File: src/rtl/core/kcl_pkg.sv
`timescale 1ns / 1ps

package kcl_pkg;

  // display status codes
  localparam logic [2:0] ST_MENU      = 3'd0;
  localparam logic [2:0] ST_SET       = 3'd1;
  localparam logic [2:0] ST_REENTER   = 3'd2;
  localparam logic [2:0] ST_MISMATCH  = 3'd3;
  localparam logic [2:0] ST_ENTER     = 3'd4;
  localparam logic [2:0] ST_GRANTED   = 3'd5;
  localparam logic [2:0] ST_INCORRECT = 3'd6;
  localparam logic [2:0] ST_LOCKOUT   = 3'd7;

  localparam logic [7:0] KEY_NONE  = 8'h00;
  localparam logic [7:0] KEY_SET   = 8'h31;  // '1'
  localparam logic [7:0] KEY_ENTER = 8'h32;  // '2'

  localparam logic [3:0] ATTEMPTS_RST = 4'd3;

  typedef struct packed {
    logic [2:0] display_status;
    logic [2:0] digits_entered;
    logic [3:0] attempts_left;
    logic       access_granted;
  } kcl_result_t;

endpackage

File: src/rtl/core/keypad_code_lock.sv
`timescale 1ns / 1ps
// A key transferred at an edge is on out_* with out_valid from that edge.
// Throughput: one key per cycle while in_stall is low; the lock state and result register update together.
// in_stall follows out_stall only while a result is held in the output register.
// Reset (rst_n low, synchronous): menu phase, stored code zero, count zero,
// attempts and max_attempts 3, no result pending.

module keypad_code_lock import kcl_pkg::*; #(
  parameter int CODE_LEN = 4
) (
  input  logic       clk,
  input  logic       rst_n,
  // config
  input  logic       cfg_wr_en,
  input  logic [3:0] cfg_wr_data,
  // key input
  input  logic       in_valid,
  output logic       in_stall,
  input  logic [7:0] in_key_char,
  // status output
  output logic       out_valid,
  input  logic       out_stall,
  output logic [2:0] out_display_status,
  output logic [2:0] out_digits_entered,
  output logic [3:0] out_attempts_left,
  output logic       out_access_granted
);

  logic [3:0]  max_attempts_r;
  logic        in_xfer;
  logic        busy;
  kcl_result_t res;

  // attempt limit; zero is promoted to one where attempts reload
  always_ff @(posedge clk) begin
    if (!rst_n)         max_attempts_r <= ATTEMPTS_RST;
    else if (cfg_wr_en) max_attempts_r <= cfg_wr_data;
  end

  // a key transfers whenever the result slot is free or being drained
  assign in_stall = busy;
  assign in_xfer  = in_valid && !busy;

  // lock state machine: key handling and code compare in one pass
  kcl_fsm #(
    .CODE_LEN (CODE_LEN)
  ) u_fsm (
    .clk          (clk),
    .rst_n        (rst_n),
    .step         (in_xfer),
    .key          (in_key_char),
    .max_attempts (max_attempts_r),
    .res          (res)
  );

  // result register toward the display side
  kcl_out_reg u_out (
    .clk                (clk),
    .rst_n              (rst_n),
    .load               (in_xfer),
    .res                (res),
    .out_stall          (out_stall),
    .busy               (busy),
    .out_valid          (out_valid),
    .out_display_status (out_display_status),
    .out_digits_entered (out_digits_entered),
    .out_attempts_left  (out_attempts_left),
    .out_access_granted (out_access_granted)
  );

endmodule

File: src/rtl/core/kcl_fsm.sv
`timescale 1ns / 1ps

module kcl_fsm import kcl_pkg::*; #(
  parameter int CODE_LEN = 4
) (
  input  logic        clk,
  input  logic        rst_n,
  input  logic        step,
  input  logic [7:0]  key,
  input  logic [3:0]  max_attempts,
  output kcl_result_t res
);

  localparam int CNT_W = (CODE_LEN > 1) ? $clog2(CODE_LEN) : 1;
  localparam logic [CNT_W-1:0] CNT_LAST = CNT_W'(CODE_LEN - 1);

  typedef enum logic [2:0] {
    PH_MENU    = 3'd0,
    PH_SET     = 3'd1,
    PH_REENTER = 3'd2,
    PH_ENTER   = 3'd4,
    PH_GRANTED = 3'd5
  } phase_t;

  phase_t           phase_r, phase_nxt;
  logic [CNT_W-1:0] cnt_r, cnt_nxt;
  logic [3:0]       att_r, att_nxt;
  logic [7:0]       stored_r [CODE_LEN];
  logic [7:0]       buf_r    [CODE_LEN];

  logic             last_key;
  logic             code_eq;
  logic [3:0]       reload;
  logic [3:0]       att_dec;
  logic             lockout;
  logic [2:0]       status;
  logic             wr_stored;
  logic             wr_buf;
  logic [CNT_W+2:0] cnt_ext;

  assign last_key = (cnt_r == CNT_LAST);
  assign reload   = (max_attempts == 4'd0) ? 4'd1 : max_attempts;
  assign att_dec  = (att_r != 4'd0) ? att_r - 4'd1 : 4'd0;

  // the last key of a code is compared straight from the input
  always_comb begin
    code_eq = 1'b1;
    for (int i = 0; i < CODE_LEN; i++) begin
      if (i == CODE_LEN - 1) begin
        if (stored_r[i] != key) code_eq = 1'b0;
      end else begin
        if (stored_r[i] != buf_r[i]) code_eq = 1'b0;
      end
    end
  end

  always_comb begin
    phase_nxt = phase_r;
    cnt_nxt   = cnt_r;
    att_nxt   = att_r;
    lockout   = 1'b0;
    wr_stored = 1'b0;
    wr_buf    = 1'b0;
    status    = phase_r;
    if (key != KEY_NONE) begin
      case (phase_r)
        PH_MENU: begin
          if (key == KEY_SET) begin
            phase_nxt = PH_SET;
            cnt_nxt   = '0;
            att_nxt   = reload;
          end else if (key == KEY_ENTER) begin
            phase_nxt = PH_ENTER;
            cnt_nxt   = '0;
            att_nxt   = reload;
          end
          status = phase_nxt;
        end
        PH_SET: begin
          wr_stored = 1'b1;
          cnt_nxt   = last_key ? '0 : cnt_r + 1'b1;
          if (last_key) phase_nxt = PH_REENTER;
          status = phase_nxt;
        end
        PH_REENTER: begin
          wr_buf  = 1'b1;
          cnt_nxt = last_key ? '0 : cnt_r + 1'b1;
          status  = ST_REENTER;
          if (last_key) begin
            if (code_eq) begin
              phase_nxt = PH_ENTER;
              status    = ST_ENTER;
            end else begin
              phase_nxt = PH_SET;
              status    = ST_MISMATCH;
            end
          end
        end
        PH_ENTER: begin
          wr_buf  = 1'b1;
          cnt_nxt = last_key ? '0 : cnt_r + 1'b1;
          status  = ST_ENTER;
          if (last_key) begin
            if (code_eq) begin
              phase_nxt = PH_GRANTED;
              status    = ST_GRANTED;
            end else if (att_dec != 4'd0) begin
              att_nxt = att_dec;
              status  = ST_INCORRECT;
            end else begin
              lockout   = 1'b1;
              status    = ST_LOCKOUT;
              phase_nxt = PH_MENU;
              att_nxt   = reload;
            end
          end
        end
        default: status = ST_GRANTED;
      endcase
    end
  end

  assign cnt_ext                = {3'b000, cnt_nxt};
  assign res.display_status     = status;
  assign res.digits_entered     = cnt_ext[2:0];
  assign res.attempts_left      = lockout ? 4'd0 : att_nxt;
  assign res.access_granted     = (phase_nxt == PH_GRANTED);

  always_ff @(posedge clk) begin
    if (!rst_n) begin
      phase_r <= PH_MENU;
      cnt_r   <= '0;
      att_r   <= ATTEMPTS_RST;
      for (int i = 0; i < CODE_LEN; i++) stored_r[i] <= 8'h00;
    end else if (step) begin
      phase_r <= phase_nxt;
      cnt_r   <= cnt_nxt;
      att_r   <= att_nxt;
      if (wr_stored) stored_r[cnt_r] <= key;
    end
  end

  // shared by confirm and entry: each pass rewrites it from slot 0
  always_ff @(posedge clk) begin
    if (step && wr_buf) buf_r[cnt_r] <= key;
  end

endmodule

File: src/rtl/core/kcl_out_reg.sv
`timescale 1ns / 1ps

module kcl_out_reg import kcl_pkg::*; (
  input  logic        clk,
  input  logic        rst_n,
  input  logic        load,
  input  kcl_result_t res,
  input  logic        out_stall,
  output logic        busy,
  output logic        out_valid,
  output logic [2:0]  out_display_status,
  output logic [2:0]  out_digits_entered,
  output logic [3:0]  out_attempts_left,
  output logic        out_access_granted
);

  logic        valid_r, valid_nxt;
  kcl_result_t res_r;

  assign busy      = valid_r && out_stall;
  assign valid_nxt = load || busy;

  always_ff @(posedge clk) begin
    if (!rst_n) valid_r <= 1'b0;
    else        valid_r <= valid_nxt;
  end

  always_ff @(posedge clk) begin
    if (load) res_r <= res;
  end

  assign out_valid          = valid_r;
  assign out_display_status = res_r.display_status;
  assign out_digits_entered = res_r.digits_entered;
  assign out_attempts_left  = res_r.attempts_left;
  assign out_access_granted = res_r.access_granted;

endmodule
File: config.mk
export PLATFORM = sky130hd
export DESIGN_NAME = keypad_code_lock
export DESIGN_NICKNAME = d
export VERILOG_FILES = /design/src/rtl/core/kcl_pkg.sv /design/src/rtl/core/keypad_code_lock.sv /design/src/rtl/core/kcl_fsm.sv /design/src/rtl/core/kcl_out_reg.sv
export SDC_FILE = /design/constraint.sdc
export NUM_CORES = 1
export LEC_CHECK = 0
export BUFFER_PORTS_ARGS = -buffer_cell sky130_fd_sc_hd__clkbuf_2
export CAP_MARGIN = 20
export CORE_ASPECT_RATIO = 0.5
export CORE_MARGIN = 3
export CORE_UTILIZATION = 50
export DETAILED_ROUTE_END_ITERATION = 10
export MAX_ROUTING_LAYER = met4
export PLACE_DENSITY = 0.77
export SLEW_MARGIN = 20
export SYNTH_ARGS = -nofsm -noshare
export SYNTH_HDL_FRONTEND = slang
export SYNTH_SLANG_ARGS = --single-unit
File: constraint.sdc
create_clock -name clk -period 2.5 [get_ports clk]
set_clock_uncertainty 0.2 [all_clocks]
set_input_delay 0.125 -clock clk [delete_from_list [all_inputs] [get_ports clk]]
set_output_delay 0.125 -clock clk [all_outputs]
set_load 0.03 [all_outputs]
# Yosys cells after proc, flatten, opt, wreduce, memory -nomap -nowiden
# Memories as Yosys holds them, arrays and structs flattened.
# Cells that the tools add are included.
# W data, S select, Z words.
[word_totals] register_bits=24 mem_bits_rw=64 input_bits=17 output_inout_bits=13 wordCells=91 n_memories=2
[mem_list] name="u_fsm.buf_r" depth=4 width=8 rd=3 rd_ports_with_merged_regs=0 wr=1 line_no="kcl_fsm.sv:29" text="logic [7:0] buf_r [CODE_LEN];"
[mem_list] name="u_fsm.stored_r" depth=4 width=8 rd=4 rd_ports_with_merged_regs=0 wr=4 line_no="kcl_fsm.sv:28" text="logic [7:0] stored_r [CODE_LEN];"
[op_classes] addsub=2 eq_ne=11 n_mux=54 n_reduce_logical=13
[op_table] op="$mux W3" count=14
[op_table] op="$mux W4" count=8
[op_table] op="$ne A8 B8 Y1" count=4
[op_table] op="$pmux W3 S4" count=2
[op_table] op="$mux W1" count=22
[op_table] op="$eq A8 B6 Y1 const B" count=2
[op_table] op="$mux W2" count=5
[op_table] op="$mux W8" count=1
[op_table] op="$pmux W4 S2" count=1
[op_table] op="$reduce_bool A4 Y1" count=2
[op_table] op="$reduce_bool A8 Y1" count=1
[op_table] op="$reduce_or A8 Y1" count=1
[op_table] op="$eq A3 B3 Y1 const B" count=2
[op_table] op="$logic_not A4 Y1" count=1
[op_table] op="$pmux W2 S2" count=1
[op_table] op="$sub A4 B1 Y4 const B" count=1
[op_table] op="$eq A3 B1 Y1 const B" count=1
[op_table] op="$eq A3 B2 Y1 const B" count=1
[op_table] op="$logic_and A1 B1 Y1" count=3
[op_table] op="$logic_not A3 Y1" count=1
[op_table] op="$reduce_or A3 Y1" count=1
[op_table] op="$add A2 B1 Y2 const B" count=1
[op_table] op="$eq A2 B2 Y1 const B" count=1
[op_table] op="$reduce_or A2 Y1" count=1
[op_table] op="2 further kinds" count=2

# Longest topological paths before layout
# Gate-level depths: netlist (run 1).
# An unclocked memory read counts as a cell.
[depth] depth_word=11 depth_mapped=8

# Cells and area by module
# A second synthesis (run 1) with hierarchy kept.
[hier_totals] cells_unflattened=331 hier_area_um2=3933.8
[by_module_without_submodules] mod="kcl_fsm" n_inst=1 cells_each=303 area_per_inst_um2=3415.8 seq_area_each_um2=1861.8
[by_module_without_submodules] mod="kcl_out_reg" n_inst=1 cells_each=14 area_per_inst_um2=366.6 seq_area_each_um2=350.3
[by_module_without_submodules] mod="keypad_code_lock" n_inst=1 cells_each=14 area_per_inst_um2=151.4 seq_area_each_um2=80.1

# Least setup slack after synthesis (run 1)
# No wires, ideal clock.
[synth_path] kind="reg-to-reg" from="register u_out.valid_r, in the netlist u_out.out_valid" to="memory u_fsm.stored_r[0][0] (enable)" setup_time_ns=0.334 arrival_time_ns=2.227 required_time_ns=1.966 path_slack_ns=-0.262 path_stages_with_launch=7 n_path_buf=0 path_cell_list="dfxtp_1 and2_1 nor2b_1 nand2_1 or3_1 nor3_1 nand2b_1"
[synth_lines] item="from (decl)" line_no="kcl_out_reg.sv:17" text="logic valid_r, valid_nxt;"
[synth_lines] item="from (signal assigned)" line_no="kcl_out_reg.sv:25" text="else valid_r <= valid_nxt;"
[synth_lines] item="to (decl)" line_no="kcl_fsm.sv:28"

==> results.cfg, run 1 <==
[status]
outcome = finished with violations
violations = setup timing

[yosys]
synth_edf_count = 66
ys.warnings.count = 0
ys_async_sr_fraction = 0
synth-seq-cells = 80
yosys.area.top_type_share = 0.4907
seq_area_frac_synth = 0.5601
yosys.area.top_type = edfxtp_1
synth_top_flop_cell = edfxtp_1
synth_nets = 363
netlist_instances = 342
synth_area_per_cell_um2 = 11.81
synth.top_cells.by_area = edfxtp_1 (49%), dfxtp_1 (6.9%), xor2_1 (6.9%), and2_1 (5.0%), nor3_1 (2.4%)
synth_cell_type_count = 59
syn_area_um2 = 4039
synthTopCellsByCount = edfxtp_1 (66), and2_1 (32), xor2_1 (32), nor2_1 (19), nor3_1 (19)
synthMostInstantiatedCell = edfxtp_1

[die]
io-pin-count = 30
core-area_um2 = 7570
core.rowCount = 22
start_util = 0.5336
die_height_um = 69.55
die_w_um = 133.1
die-area_um2 = 9257

[global_route]
overflow = 0
grt_pass1_vias = 3052
grtUsageTotal = 0.2321
grt_max_degree = 24
grt_pass1_wl_um = 15890
antenna_found_initial = 0

[timing]
layout_min_cycle_time_ns = 2.661
tns_ns = -0.3064
slew_violations = 0
fin_crit_sh = 1.064
hold_viol = 0
tightestPinTransition_ns = 0.9589
max_freq_ghz = 0.3758
slew_headroom = 0.3558
rsz0062_at_grt = yes
finalSetupViolCount = 6
fin_ws_ns = -0.1612

[power]
power.density_nw_per_um2 = 609.9
pwr-share-seq = 0.477
power.leakage_nw = 1.922
vdd_ir_drop_max_mv = 0.3868
internal-power_mw = 2.438
p_clk_frac = 0.451
power.share.switching = 0.2187
power_mw = 3.120
power_switching_uw = 682.2
p_comb_frac = 0.072

[layout]
nNetsFinal = 441
final_layout_size_suffix_gt1_frac = 0.2918
area_delta_synth_final_pct = 26.64
layout.cells.non_filler = 533
antenna_cells = 0

[critical_path]
worstSetupPathType = register to register
cp-end-kind = register
crit_slowest_cell = a2111oi_4
cpMostUsedCell = a211oi_2
cp_data_required_time_ns = 2.48
critPathArrivalTime_ns = 2.64
path_delay_family = compound AO/OA/AOI/OAI gates
crit_chain = xor2_1, nor4_2, and4_4, a211oi_2, a2111oi_4, o221ai_2, a211oi_2
start_kind = register
path_buf_inv = 0
slowest_delay_ns = 0.45
path_max_fanout = 6

[drt]
num_vias = 3156
wl_per_cell_um = 19.22
wirelength_met1_um = 4113
dr.pass1.iters = 7
top_layer = met4
drt_iter0_markers = 380
ant_nets = 0
vias_per_cell = 5.921
met3_length_um = 852
drcViolationCount = 0
wl_met2_um = 5031
routed_wl_um = 10240

[clock_tree]
clockBufferDepth = 2
htree_levels = 3
clk_pin_slew_ns = 0.06
cts_tree = done
root_buffer = clkbuf_16
cts.sinks = 80
cts_buffers = 9
insertion_delay_ns = 0.34

[job]
maxCapViolCount = 0

[place]
place_ws_ns = -0.1987
dp.cells = 493
dp_hpwl_um = 6742
port_buffers = 28
globalplace.congestion = 0.9406

[hold_path]
hold_class = input port to register
[metrics by stage]
step	instance area, um^2	hold slack, ns	util
2_1_floorplan	4073	0.02387	-
3_3_place_gp	4464	0.1434	0.5898
3_5_place_dp	4464	0.1552	0.5898
4_1_cts	5056	0.003473	0.6679
5_1_grt	5115	0.008508	0.6757
6_report	5115	0.008078	0.6757
[what timing repair did]
item / in CTS / in global routing
hold endpoints to repair: 19 / 0
buffers inserted: 5 / 0
pin swaps: 11 / 6
endpoints found under the setup margin: 11 / 61
hold buffers: 18 / 0
resized for setup: 9 / 12
[layer usage]
layer / vias up / GRT usage
li1: 1423 / -
met1: 1543 / 0.2906
met2: 164 / 0.3736
met3: 26 / 0.05652
met4: 0 / 0.07982
met5: - / -
[worst paths after layout]
path                      from                    endpoint  slack, ns  cells past startpoint
max reg2reg  u_fsm.buf_r[2][1]  u_out.out_attempts_left[2]      -0.16                      7
min             in_key_char[2]           u_fsm.buf_r[1][2]      0.008                      2
max          u_fsm.buf_r[2][1]  u_out.out_attempts_left[2]      -0.16                      7
min reg2reg  max_attempts_r[3]              u_fsm.att_r[3]       0.33                      2
[power groups by stage]
stage,clock [mW],combinational [mW],sequential (mW)
after floorplan,0,0.0913,1.53
after detailed placement,0,0.188,1.52
after global routing,1.48,0.238,1.49
after CTS,1.42,0.216,1.49
final,1.41,0.223,1.49
after global placement,0,0.182,1.51
[area by class of cell]
class	count	area [um^2]
tap	108	135.1
clock buffer	10	229.0
timing repair buffer	81	584.3
sequential	80	2262
fill	530	2455
inverter	8	30.03
multi-input combinational	240	1783
clock inverter	6	91.34
[registers in the layout, indices dropped and copies added, names as in the netlist]
| signal | cells |
|---|---|
| u_out.out_attempts_left | 4 |
| u_out.out_digits_entered | 2 |
| u_fsm.stored_r | 32 |
| u_fsm.phase_r | 3 |
| u_out.out_display_status | 3 |
| u_fsm.cnt_r | 2 |
| u_fsm.buf_r | 24 |
| u_out.out_valid | 1 |
| u_fsm.att_r | 4 |
| max_attempts_r | 4 |
| u_out.out_access_granted | 1 |
[cell families after synthesis]
family | share of synthesized area
buf+inv | 0.03253
mux | 0.01487
xor+xnor | 0.07559
compound gates | 0.1180
simple gates | 0.1856
fa+ha+maj | 0.01239
other cells | 0.0009285
flops | 0.5601
[cells in the final DEF, fill, tap and decap left out, types with 3 or more instances in the layout]
cell type and instances:
o21a_1 4, nand3_1 6, o21ai_0 13, and2_2 5, nand4_1 4, and2_1 31, a211oi_2 4, a21oi_1 12
a31oi_1 5, a211oi_1 4, a21o_1 3, buf_4 33, nand2_1 15, nor4_2 6, ha_1 4, clkbuf_16 9
mux2i_1 6, nor3_2 5, nor4_1 5, nor2_1 18, nand2b_2 3, xor2_1 32, dlygate4sd3_1 18, edfxtp_1 66
dfxtp_1 14, nor3_1 14, inv_1 7, clkbuf_2 28
Note: power is estimated with default switching activity, not from simulation.
==> run 2, diff against run 1 <==
--- a/config.mk
+++ b/config.mk
@@ -10,10 +10,12 @@
 export CORE_ASPECT_RATIO = 0.5
 export CORE_MARGIN = 3
 export CORE_UTILIZATION = 50
+export CTS_CLUSTER_SIZE = 10
 export DETAILED_ROUTE_END_ITERATION = 10
 export MAX_ROUTING_LAYER = met4
 export PLACE_DENSITY = 0.77
 export SLEW_MARGIN = 20
 export SYNTH_ARGS = -nofsm -noshare
 export SYNTH_HDL_FRONTEND = slang
+export SYNTH_HIERARCHICAL = 1
 export SYNTH_SLANG_ARGS = --single-unit
==> results.cfg, run 2 <==
[critical_path]
regToRegSetupSlack_ns = 0.02
crit_slowest_cell = nor3_2
path_buf_inv = 1
cp-end-kind = register
worstSetupPathType = register to register
reg2reg_from = u_out/out_valid
critPathArrivalTime_ns = 2.30
critPathLaunch = u_out/out_valid
cp_data_required_time_ns = 2.32
path_max_fanout = 8
worstReg2RegEnd = u_fsm/stored_r[0][6]
slowest_delay_ns = 0.49
r2r_cells = 7
crit_chain = and2_4, nor2b_4, inv_2, nor2_4, nand4_2, nor3_2, nand2b_2
path_delay_family = simple AND/OR/NAND/NOR gates
start_kind = register

[timing]
tightestPinTransition_ns = 0.8943
slew_violations = 0
layout_min_cycle_time_ns = 2.478
slew_headroom = 0.4002
whs_ns = 0.01309
hold_viol = 0
max_freq_ghz = 0.4036
rsz0062_at_grt = yes
fin_ws_ns = 0.02206
finalSetupViolCount = 0
fin_crit_sh = 0.9912

[layout]
layout.cells.non_filler = 508
fin_util = 0.6419
area_delta_synth_final_pct = 22.17
final_layout_size_suffix_gt1_frac = 0.2200
top_register = u_fsm/stored_r
mostFrequentLayoutCell = edfxtp_1
largest_register_ffs = 32
reg_top3 = u_fsm/stored_r: 32 flops, u_fsm/buf_r: 24 flops
antenna_cells = 0
nNetsFinal = 417
final_cell_mix = edfxtp_1 (67), xor2_1 (32), and2_1 (31), nand2_1 (29), clkbuf_2 (29)

[drt]
routed_wl_um = 9158
drcViolationCount = 0
ant_nets = 0
num_vias = 2887
vias_per_cell = 5.683
drt_iter0_markers = 315
dr.pass1.iters = 5
wl_per_cell_um = 18.03

[hold_path]
holdPathEnd = u_fsm/stored_r[0][6]
whs_path_depth = 2
hold_class = input port to register
min-delay-start = in_key_char[6]

[yosys]
netlist_instances = 331
synth_nets = 352
ys_async_sr_fraction = 0
yosys.area.top_type_share = 0.5115
synth_cell_type_count = 61
synth_edf_count = 67
ys.warnings.count = 6
syn_area_um2 = 3934
synthTopCellsByCount = edfxtp_1 (67), xor2_1 (32), and2_1 (31), nand2_1 (29), nor2_1 (16)
synth_area_per_cell_um2 = 11.88
seq_area_frac_synth = 0.5827
synth-seq-cells = 81
synth.top_cells.by_area = edfxtp_1 (51%), dfxtp_1 (7.1%), xor2_1 (7.1%), and2_1 (4.9%), nand2_1 (2.8%)
yosys.area.top_type = edfxtp_1
synthMostInstantiatedCell = edfxtp_1
synth_top_flop_cell = edfxtp_1

[global_route]
overflow = 0
antenna_found_initial = 0
grt_max_degree = 19
grt_pass1_wl_um = 14470
grtUsageTotal = 0.2177
grt_pass1_vias = 2721

[die]
core-area_um2 = 7487
die_height_um = 68.72
core.rowCount = 22
die_w_um = 131.4
die-area_um2 = 9033
io-pin-count = 30
start_util = 0.5254

[clock_tree]
insertion_delay_ns = 0.33
root_buffer = clkbuf_16
cts_buffers = 9
clk_pin_slew_ns = 0.06
cts_tree = done
clockBufferDepth = 2
cts.sinks = 81
htree_levels = 3

[status]
outcome = finished clean

[power]
power_mw = 3.005
power.leakage_nw = 1.815
vdd_ir_drop_max_mv = 0.3494
power.density_nw_per_um2 = 625.2

[place]
place_ws_ns = -0.02614
dp.cells = 472
globalplace.congestion = 0.8836
port_buffers = 29
dp_hpwl_um = 5825

[job]
maxCapViolCount = 0
run 2: cell count changes after synthesis, sizes merged, moves of 4 or more:
| cell | delta |
|---|---|
| nand2 | +14 |
| nor3 | -13 |
| a211oi | -8 |
| a21oi | -6 |
| and2 | -4 |
run 2: worst max path at each step:
stage               slack [ns]  cells after the start                         end
finish                    0.02                      7        u_fsm/stored_r[0][6]
global route             -0.07                      7        u_fsm/stored_r[1][7]
CTS                      0.002                      7  u_out/out_attempts_left[3]
detailed placement       -0.03                      7  u_out/out_attempts_left[3]
global placement          0.04                      7  u_out/out_attempts_left[3]
floorplan                -0.01                      7        u_fsm/stored_r[0][0]
run 2: what timing repair did:
action,4_1_cts,5_1_grt
hold endpoints to repair,24,0
gates resized for setup,2,7
pin swaps,0,3
setup endpoints to repair,1,19
hold buffers,21,0
cloned,0,0
buffers inserted,0,0
run 2: area by class of cell:
class / count / area, um^2
clock inverter: 5 / 32.53
timing repair buffer: 68 / 490.5
sequential: 81 / 2292
multi-input combinational: 229 / 1600
tap: 108 / 135.1
fill: 575 / 2681
inverter: 7 / 26.28
clock buffer: 10 / 229.0
run 2: power by group:
part,switching (mW),internal [mW],leakage (nW),total (mW)
clock network,0.502,0.664,0.122,1.17
registers,0.0326,1.51,0.768,1.54
logic,0.180,0.116,0.925,0.297
run 2: metrics by stage:
step	area, um^2	TNS [ns]
after floorplan	3954	-0.2391
after global placement	4292	0
after global routing	4806	-1.074
after detailed placement	4292	-0.02614
after CTS	4776	0
final	4806	0
run 2: cells by family after synthesis:
logic type	synth area share
AO/OA/AOI/OAI	0.1002
flip-flops	0.5827
adder cells (fa/ha/maj)	0.01272
other	0.0009533
multiplexers	0.01527
buffers and inverters	0.02640
XOR/XNOR	0.07570
AND/OR/NAND/NOR	0.1861
run 2: routing by layer:
metal	share of wire	up-vias	GRT usage
met1	0.43	1396	0.2580
met4	0.015	0	0.05366
met2	0.49	128	0.3846
met5	0	-	-
met3	0.069	16	0.05652
li1	-	1347	-
==> run 3, diff against run 2 <==
--- a/config.mk
+++ b/config.mk
@@ -7,13 +7,13 @@
 export LEC_CHECK = 0
 export BUFFER_PORTS_ARGS = -buffer_cell sky130_fd_sc_hd__clkbuf_2
 export CAP_MARGIN = 20
-export CORE_ASPECT_RATIO = 0.5
+export CORE_ASPECT_RATIO = 0.75
 export CORE_MARGIN = 3
 export CORE_UTILIZATION = 50
 export CTS_CLUSTER_SIZE = 10
 export DETAILED_ROUTE_END_ITERATION = 10
 export MAX_ROUTING_LAYER = met4
-export PLACE_DENSITY = 0.77
+export PLACE_DENSITY = 0.74
 export SLEW_MARGIN = 20
 export SYNTH_ARGS = -nofsm -noshare
 export SYNTH_HDL_FRONTEND = slang
==> constraint.sdc (replaced) <==
create_clock -name clk -period 2.4 [get_ports clk]
set_clock_uncertainty 0.2 [all_clocks]
set_input_delay 0.12 -clock clk [delete_from_list [all_inputs] [get_ports clk]]
set_output_delay 0.12 -clock clk [all_outputs]
set_load 0.03 [all_outputs]
==> results.cfg, run 3 (synthesis results as in run 2) <==
[clock_tree]
insertion_delay_ns = 0.35
root_buffer = clkbuf_8
clk_pin_slew_ns = 0.08
htree_levels = 3
cts_buffers = 9
cts.sinks = 81
clockBufferDepth = 2
cts_tree = done
cts_setup_buffers = 0

[status]
outcome = finished with violations
violations = setup timing

[drt]
met3_length_um = 618
wl_met2_um = 4033
num_vias = 2911
wirelength_met1_um = 4613
drcViolationCount = 0
top_layer = met4
dr.pass1.iters = 5
ant_nets = 0
wl_per_cell_um = 18.30
drt_iter0_markers = 248
vias_per_cell = 5.697
routed_wl_um = 9349

[timing]
slew_violations = 0
finalSetupViolCount = 1
fin_crit_sh = 1.010
hold_viol = 0
rsz0062_at_grt = yes
layout_min_cycle_time_ns = 2.425
fin_ws_ns = -0.02465
max_freq_ghz = 0.4124

[die]
die-area_um2 = 8979
core-area_um2 = 7500
die_height_um = 82.82
core.rowCount = 27
start_util = 0.5245
io-pin-count = 30
die_w_um = 108.4

[power]
power.density_nw_per_um2 = 585.5
p_clk_frac = 0.312
power.leakage_nw = 1.837
p_comb_frac = 0.121
vdd_ir_drop_max_mv = 0.3720
internal-power_mw = 2.130
power_mw = 2.814
power_switching_uw = 683.4
power.share.switching = 0.2429
pwr-share-seq = 0.567

[layout]
multi_input_area_um2 = 1632
top_register = u_fsm/stored_r
fillers = 581
final_cell_mix = edfxtp_1 (67), xor2_1 (32), buf_4 (31), and2_1 (31), nand2_1 (29)
layout.cells.non_filler = 511
reg_top3 = u_fsm/stored_r: 32 flops, u_fsm/buf_r: 24 flops
nNetsFinal = 426
largest_register_ffs = 32
layout.area.seq_um2 = 2292
final_layout_size_suffix_gt1_frac = 0.2439
area_delta_synth_final_pct = 22.17
mostFrequentLayoutCell = edfxtp_1
antenna_cells = 0
fin_util = 0.6408

[critical_path]
slowest_delay_ns = 0.39
cp-end-kind = register
path_buf_inv = 1
regToRegSetupSlack_ns = -0.02
path_delay_family = simple AND/OR/NAND/NOR gates
crit_chain = xor2_1, nor4_2, buf_4, nand4_1, or2_4, a31o_1, a32oi_2, o21ai_1
crit_slowest_cell = edfxtp_1
start_kind = register
path_max_fanout = 7
cp_data_required_time_ns = 2.30
worstSetupPathType = register to register
critPathArrivalTime_ns = 2.32

[place]
place_ws_ns = -0.1684
globalplace.congestion = 0.9103
dp_hpwl_um = 6327
dp.cells = 478
port_buffers = 29

[global_route]
grt_pass1_vias = 2704
grt_pass1_wl_um = 14700
antenna_found_initial = 0
overflow = 0
grt_max_degree = 19
grtUsageTotal = 0.2223

[hold_path]
hold_class = input port to register

[job]
maxCapViolCount = 0
## run 3: cell types whose count changed in the layout (fill, tap and decap cells not counted), sizes merged
cell | before | now
dlygate4sd3 | 21 | 17
clkinvlp | 2 | 1
inv | 8 | 7
clkbuf | 39 | 42
buf | 18 | 31
## run 3: final cells by class
type                       instances  area share
sequential                        81      0.4770
timing repair buffer              77      0.1146
clock inverter                     3    0.003645
inverter                           7    0.005988
tap                              101     0.02630
multi-input combinational        229      0.3395
clock buffer                      13     0.03306
## run 3: through the flow
| stage | area [um^2] | hold slack (ns) | setup TNS [ns] |
|---|---|---|---|
| final | 4806 | 0.02250 | -0.02465 |
| after global routing | 4806 | 0.01977 | -0.7885 |
| after CTS | 4783 | 0.001808 | -0.03661 |
| after detailed placement | 4424 | 0.1428 | -0.4536 |
| after floorplan | 3998 | -0.01806 | 0 |
| after global placement | 4424 | 0.1407 | 0 |
## run 3: path summary, 6_finish.rpt
| kind | depth (start not counted) | startpoint | endpoint |
|---|---|---|---|
| setup / recovery | 8 | u_fsm/stored_r[3][1] | u_out/out_attempts_left[3] |
| hold / removal | 2 | in_key_char[0] | u_fsm/buf_r[0][0] |
| setup reg to reg | 8 | u_fsm/stored_r[3][1] | u_out/out_attempts_left[3] |
| hold reg to reg | 2 | u_fsm/att_r[2] | u_fsm/att_r[2] |
## run 3: worst register-to-register path: stages, from the launching register on
cell and delay, ns:
edfxtp_1 0.39, xor2_1 0.17, nor4_2 0.34, buf_4 0.17, nand4_1 0.14, or2_4 0.31, a31o_1 0.22, a32oi_2 0.17
o21ai_1 0.07
## run 3: power by group through the flow
stage                     Combinational (mW)  Sequential, mW  Clock (mW)
final                                  0.341            1.59       0.878
after global routing                   0.365            1.60       0.951
after CTS                              0.332            1.59       0.898
after detailed placement               0.302            1.63           0
after global placement                 0.296            1.62           0
after floorplan                        0.152            1.66           0
## run 3: per-layer routing
layer  GRT usage  vias to the layer above
met5           -                        -
met4     0.05275                        0
met3     0.05051                       10
met2      0.2961                      116
met1      0.3449                     1427
li1            -                     1358
## run 3: what timing repair did
| action | CTS | global route |
|---|---|---|
| hold endpoints to repair | 25 | 0 |
| setup endpoints to repair | 9 | 57 |
| cloned | 0 | 0 |
| pin swaps | 0 | 3 |
| hold buffers | 17 | 0 |
| gates resized for setup | 3 | 6 |
